--- config.mk ---
export PLATFORM = sky130hd
export DESIGN_NAME = apm_cfg
export DESIGN_NICKNAME = d
export VERILOG_FILES = /design/src/rtl/core/apm_pkg.sv /design/src/rtl/core/apm_cfg.sv
export SDC_FILE = /design/constraint.sdc
export NUM_CORES = 1
export LEC_CHECK = 0
export ABC_AREA = 1
export BUFFER_PORTS_ARGS = -buffer_cell sky130_fd_sc_hd__buf_2
export CAP_MARGIN = 15
export CORE_UTILIZATION = 56
export CTS_BUF_LIST = sky130_fd_sc_hd__clkbuf_16
export DETAILED_ROUTE_END_ITERATION = 10
export GPL_TIMING_DRIVEN = 0
export PLACE_DENSITY = 0.94
export REMOVE_ABC_BUFFERS = 1
export SLEW_MARGIN = 20
export SYNTH_ARGS = -nofsm -noshare
export SYNTH_HDL_FRONTEND = slang
export SYNTH_SLANG_ARGS = --single-unit
--- constraint.sdc ---
create_clock -name clk -period 2.55 [get_ports clk]
set_input_delay 0 -clock clk [delete_from_list [all_inputs] [get_ports clk]]
set_output_delay 0 -clock clk [all_outputs]
set_load 0.01 [all_outputs]
--- src/rtl/core/apm_pkg.sv ---
// ----------------------------------------------------------------------------
// Affine point map package
// Shared widths, register indexes, the divider cell payload and small
// arithmetic helpers for the affine point map unit.
// ----------------------------------------------------------------------------
package apm_pkg;

	// Fixed-point format of coefficients and coordinates.
	localparam int FRAC_BITS = 16;
	localparam int COEF_W    = 32;
	localparam int PROD_W    = 2 * COEF_W;
	// A sum of four products needs two guard bits.
	localparam int SUM_W     = PROD_W + 2;
	// Magnitude of the determinant fits in one product width.
	localparam int DMAG_W    = PROD_W;
	// Quotient magnitude bits produced by the cell chain.
	localparam int QBITS     = 34;
	// Remainder and shifted divisor width.
	localparam int REM_W     = DMAG_W + QBITS;

	// Configuration port.
	localparam int NREG   = 6;
	localparam int ADDR_W = 5;
	localparam int IDX_W  = 3;

	localparam logic [IDX_W-1:0] REG_A = 3'd0;
	localparam logic [IDX_W-1:0] REG_B = 3'd1;
	localparam logic [IDX_W-1:0] REG_C = 3'd2;
	localparam logic [IDX_W-1:0] REG_D = 3'd3;
	localparam logic [IDX_W-1:0] REG_E = 3'd4;
	localparam logic [IDX_W-1:0] REG_F = 3'd5;

	localparam logic [COEF_W-1:0] COEF_ONE = COEF_W'(1) << FRAC_BITS;

	localparam logic OP_FWD = 1'b0;
	localparam logic OP_INV = 1'b1;

	localparam logic [COEF_W-1:0] SAT_MAX = {1'b0, {(COEF_W-1){1'b1}}};
	localparam logic [COEF_W-1:0] SAT_MIN = {1'b1, {(COEF_W-1){1'b0}}};

	typedef struct packed {
		logic signed [COEF_W-1:0] a;
		logic signed [COEF_W-1:0] b;
		logic signed [COEF_W-1:0] c;
		logic signed [COEF_W-1:0] d;
		logic signed [COEF_W-1:0] e;
		logic signed [COEF_W-1:0] f;
	} coef_t;

	// Payload handed from cell to cell along the divider chain.
	typedef struct packed {
		logic              op;
		logic              zdet;
		logic              negx;
		logic              negy;
		logic [COEF_W-1:0] fx;
		logic [COEF_W-1:0] fy;
		logic              fclip;
		logic [REM_W-1:0]  remx;
		logic [REM_W-1:0]  remy;
		logic [REM_W-1:0]  dsh;
		logic [QBITS-1:0]  qx;
		logic [QBITS-1:0]  qy;
	} cell_t;

	typedef struct packed {
		logic              clip;
		logic [COEF_W-1:0] val;
	} sat_t;

	// Exact signed 32 by 32 product.
	function automatic logic signed [PROD_W-1:0] smul(
		input logic signed [COEF_W-1:0] p,
		input logic signed [COEF_W-1:0] q
	);
		logic signed [PROD_W-1:0] r;
		r = PROD_W'(p) * PROD_W'(q);
		return r;
	endfunction

	// Saturate a wide signed value to 32 bits.
	function automatic sat_t sat32(input logic signed [SUM_W-1:0] v);
		sat_t r;
		logic hi_ones;
		logic hi_zeros;
		hi_ones  = &v[SUM_W-1:COEF_W-1];
		hi_zeros = ~|v[SUM_W-1:COEF_W-1];
		r.clip = !(hi_ones || hi_zeros);
		if (hi_ones || hi_zeros) begin
			r.val = v[COEF_W-1:0];
		end else if (v[SUM_W-1]) begin
			r.val = SAT_MIN;
		end else begin
			r.val = SAT_MAX;
		end
		return r;
	endfunction

	// Magnitude of a wide signed value.
	function automatic logic [SUM_W-1:0] absw(input logic signed [SUM_W-1:0] v);
		logic [SUM_W-1:0] r;
		r = v[SUM_W-1] ? SUM_W'(-v) : SUM_W'(v);
		return r;
	endfunction

endpackage

--- src/rtl/core/apm_cfg.sv ---
// ----------------------------------------------------------------------------
// Affine point map coefficient registers
// APB-style register file holding the six Q16.16 map coefficients.
// ----------------------------------------------------------------------------
module apm_cfg (
	input  logic                        clk,
	input  logic                        arst_n,
	input  logic                        psel,
	input  logic                        penable,
	input  logic                        pwrite,
	input  logic [apm_pkg::ADDR_W-1:0]  paddr,
	input  logic [31:0]                 pwdata,
	output logic [31:0]                 prdata,
	output logic                        pready,
	output apm_pkg::coef_t              coef
);
	import apm_pkg::*;

	coef_t            coef_q;
	logic [IDX_W-1:0] idx;
	logic             wr_en;

	assign idx    = paddr[ADDR_W-1:2];
	assign wr_en  = psel && penable && pwrite;
	assign pready = 1'b1;
	assign coef   = coef_q;

	// Register writes; indexes beyond the last register are dropped.
	always_ff @(posedge clk or negedge arst_n) begin
		if (!arst_n) begin
			coef_q.a <= COEF_ONE;
			coef_q.b <= '0;
			coef_q.c <= '0;
			coef_q.d <= '0;
			coef_q.e <= COEF_ONE;
			coef_q.f <= '0;
		end else if (wr_en) begin
			unique case (idx)
				REG_A:   coef_q.a <= pwdata;
				REG_B:   coef_q.b <= pwdata;
				REG_C:   coef_q.c <= pwdata;
				REG_D:   coef_q.d <= pwdata;
				REG_E:   coef_q.e <= pwdata;
				REG_F:   coef_q.f <= pwdata;
				default: ;
			endcase
		end
	end

	// Read data mux.
	always_comb begin
		unique case (idx)
			REG_A:   prdata = coef_q.a;
			REG_B:   prdata = coef_q.b;
			REG_C:   prdata = coef_q.c;
			REG_D:   prdata = coef_q.d;
			REG_E:   prdata = coef_q.e;
			REG_F:   prdata = coef_q.f;
			default: prdata = '0;
		endcase
	end

endmodule

# Yosys cells after proc, flatten, opt, wreduce, memory -nomap -nowiden

Index checks and enable logic that the tools add are counted.

Input bits: 42
Word-level logic and storage cells: 21
Bits in registers: 192

Multiplexer cells: 1
Reductions and logical operators: 9
Eq/ne operators: 5

Operators by type and width:

| cell                                                                  | number |
|---|---|
| 32-bit case mux with 6 select lines                                   | 1 |
| 2-bit AND reduction                                                   | 6 |
| 3-bit by 2-bit equality test with 1-bit output, second input constant | 2 |
| 3-bit equality test, second input constant                            | 2 |
| 3-bit by 1-bit equality test with 1-bit output, second input constant | 1 |
| 3-bit logical NOT                                                     | 1 |
| 1-bit logical AND                                                     | 2 |

# Depth between registers and ports, before layout

Depth after elaboration: 3
Gate-level depth with buffers: 8
Gate-level depth less buffers: 6

# Worst setup path before layout

No wires, ideal clock.

Kind: input to register
Start: in paddr[3] (netlist name)
End: reg coef_q (netlist bit coef[10])
Data arrival time: 0.966 ns
Slack: 1.519 ns
Setup time: 0.065 ns
Path buffers: 2
Cell stages on the path: 7
Cell sequence: buf_2 > inv_2 > nand3_1 > nor2_1 > buf_2 > nand2_1 > nand2_1

Longest elaborated chain between the ends: 2

Ends and longest elaborated chain:

| item                                 | RTL line      | text |
|---|---|---|
| from (decl)                          | apm_cfg.sv:11 | `input logic [apm_pkg::ADDR_W-1:0] paddr,` |
| 3-bit equality test                  | apm_cfg.sv:38 | `unique case (idx)` |
| 2-bit AND reduction (no source line) | -             |  |
| to (decl)                            | apm_cfg.sv:19 | `coef_t coef_q;` |

No other way between the ends.
A chain may end at the register's enable or synchronous reset.

# Worst setup path after layout

Start: in paddr[2] (netlist name)
End: reg coef_q (netlist bit coef[49])

Same word-level chain as after synthesis.

==> metrics.md <==
| Metric | Value |
|---|---|
| Status | finished clean |
| Crit Path Category | in -> reg |
| Unrepaired setup endpoints after global routing | false |
| Syn Std Cell Area | 9170 um^2 |
| Post-CTS setup buffer count | 0 |
| Routability cong. | 0.807 |
| Post-synth top area share | 51.9% |
| Power per Cell Area | 771 nW/um^2 |
| Initial Util | 57.5% |
| Top cells by area, synth | dfrtp_1, nand2_1, o21ai_0 |
| I/O pins | 267 |
| Number of warnings issued by yosys | 0 |
| Clock Latency Late Sink | 0.43 ns |
| Clock share of power | 29.9% |
| # DRC | 0 |
| #FFs+latches synth | 192 |
| Post-synthesis cell count | 1,190 |
| Final setup viols | 0 |
| Arrival @ worst endpoint | 2.80 ns |
| FP Rows | 46 |
| First-pass GRT wire length | 47,600 um |
| Clock root buffer | clkbuf_16 |
| DRT Wirelength | 30,800 um |
| Total chip power | 8.96 mW |
| Pre-antenna DRT Iters | 6 |
| Switching power total | 2.99 mW |
| Total gr overflow | 0 |
| Vias/cell | 5.90 |
| Vias in the first global route | 9,187 |
| Top_reg_cell synth | dfrtp_1 |
| Initial DRC count | 1,211 |
| Worst hold slack | 0.146 ns |
| Worst-Margin Slew | 0.870 ns |
| H-tree levels | 4 |
| Total negative slack | 0 ns |
| Reg clk slew, reported paths | 0.06 ns |
| Asr flop ratio synth | 100% |
| Final instance area | 11,600 um^2 |
| Register area | 4810 um^2 |
| Top cells by count, synth | nand2_1, dfrtp_1, o21ai_0 |
| Netlist cell types | 20 |
| Crit path time final | 2.43 ns |
| Chip Height | 130 um |
| Max Freq | 411 MHz |
| CTS Buffer Depth | 2 |
| Largest register FFs | 192 |
| Area of the multi-input gates | 3800 um^2 |
| Worst Clk Skew | 0 ns |
| Core area | 15,900 um^2 |
| Clk sinks | 192 |
| Diodes inserted | 0 |
| Count leader, synth | nand2_1 |
| Worst vdd ir | 0.474 mV |
| Fin util | 73.0% |
| Initial antenna violation count | 0 |
| Layout cells sized above 1 | 22.1% |
| Area Growth Syn to Fin | 26.9% |
| Via count | 9,753 |
| Worst path required time | 2.92 ns |
| HPWL after DPL | 17,800 um |
| DP Area | 10,700 um^2 |
| Leak | 6.48 nW |
| Antenna Violating Nets Remaining | 0 |
| Reg-to-Reg Start | coef[48] |
| Combinational share of power | 24.5% |
| HP Class | in -> async |
| Final Slew Violations | 0 |
| Largest net degree at the start of global routing | 102 |
| Buffers on Ports | 263 |
| Cts bufs inserted | 17 |
| Final period utilization | 95.4% |
| Max cap viols | 0 |
| DR WL/cell | 18.6 um |
| Avg Inst Size Synth | 7.70 um^2 |
| Leading area contributor after synthesis | dfrtp_1 |
| Part of the power in registers | 45.6% |
| # nets final | 1,465 |
| Fillers | 1,180 |
| Int Power | 5.98 mW |
| EDFF count, synth | 0 |
| Crit path from | paddr[2] |
| Endpoints failing hold | 0 |
| CP endpoint kind | register |
| CTS tree | built |
| Sw frac | 33.3% |
| Total die area | 16,900 um^2 |
| DIE WIDTH | 130 um |
| Slew HR | 42.0% |
| Sequential area share after synthesis | 52.5% |
| CP max FO | 69 |
| CP Launch Type | primary input |
| Total GRT Usage | 37.2% |
==> metal layers <==
metal	track usage, %	wire, um	vias up	share of wire [%]
met5	0	0	-	0
met4	18.9	1250	0	4.1
met3	8.49	3150	113	10
met2	61.6	15000	665	49
met1	46.1	11300	4583	37
li1	-	-	4392	-
==> logic make-up (layout without fill, tap and decap cells) <==
| kind of cell | count (synthesis) | after routing | synth area share [%] |
|---|---|---|---|
| buf+inv | 162 | 407 | 7.13 |
| compound gates | 215 | 215 | 11.7 |
| simple gates | 620 | 621 | 28.6 |
| flops | 192 | 192 | 52.5 |
| other cells | 1 | 1 | 0.0409 |
==> placed cells by master, fill, tap and decap left out <==
master         count
a21oi_1           22
buf_12             2
buf_16             7
buf_2            260
buf_4              1
buf_6              1
buf_8              1
bufinv_16          3
clkbuf_16         17
clkinv_1           4
clkinv_2           3
clkinv_8           1
clkinvlp_4         2
conb_1             1
dfrtp_1          190
dfstp_2            2
dlygate4sd3_1     33
inv_1             68
inv_2              2
inv_4              1
inv_6              1
nand2_1          404
nand2_2            2
nand2_8            1
nand3_1           74
nand3_2            1
nand3_4            3
nand4_1           74
nor2_1            55
nor2_2             1
nor2_4             6
o21ai_0          161
o21ai_1           32
==> area by class of cell <==
class                   instances  area share, %
flip-flops and latches        192           41.3
multi-input cells             837           32.7
repair buffers                305           16.3
clock buffers                  17           3.66
inverters                      70           2.39
well taps                     216           2.32
clock inverters                15           1.30
==> critical path, cell delays in order <==
cell     delay [ns]
buf_4          0.37
nor2_4         0.59
buf_12         0.27
nand2_2        0.47
nor2_4         0.64
buf_16         0.23
nand2_1        0.08
nand2_1        0.07
==> what timing repair did <==
| action | 4_1_cts | 5_1_grt |
|---|---|---|
| endpoints found under the setup margin | 76 | 36 |
| hold buffers | 33 | 0 |
| cloned | 0 | 1 |
| pin swaps | 0 | 1 |
| resized for setup | 2 | 4 |
| hold endpoints to repair | 283 | 0 |
==> worst paths after layout <==
path | slack, ns | to | cells past startpoint
setup reg to reg | 1.75 | coef[48] | 2
hold reg to reg | 0.49 | coef[176] | 2
max in group asynchronous | 1.44 | coef[176] | 3
setup / recovery | 0.12 | coef[49] | 8
min in group clk | 0.37 | coef[176] | 4
hold / removal | 0.15 | coef[69] | 2
==> per-stage QoR <==
step                      worst slack, ns  cells
after floorplan                     -1.94   1098
after global placement              -6.77   1577
after detailed placement           -0.710   1586
after CTS                          0.0748   1651
after global routing               0.0394   1652
final                               0.118   1652
==> power by group through the flow <==
| stage | logic (mW) | registers, mW | clock network [mW] |
|---|---|---|---|
| final | 2.19 | 4.09 | 2.68 |
| after global routing | 2.42 | 4.16 | 2.81 |
| after CTS | 2.16 | 4.07 | 2.69 |
| after detailed placement | 2.11 | 4.11 | 0 |
| after global placement | 2.01 | 4.08 | 0 |
| after floorplan | 0.709 | 4.34 | 0 |
No activity file was read; power rests on OpenSTA's default activity.
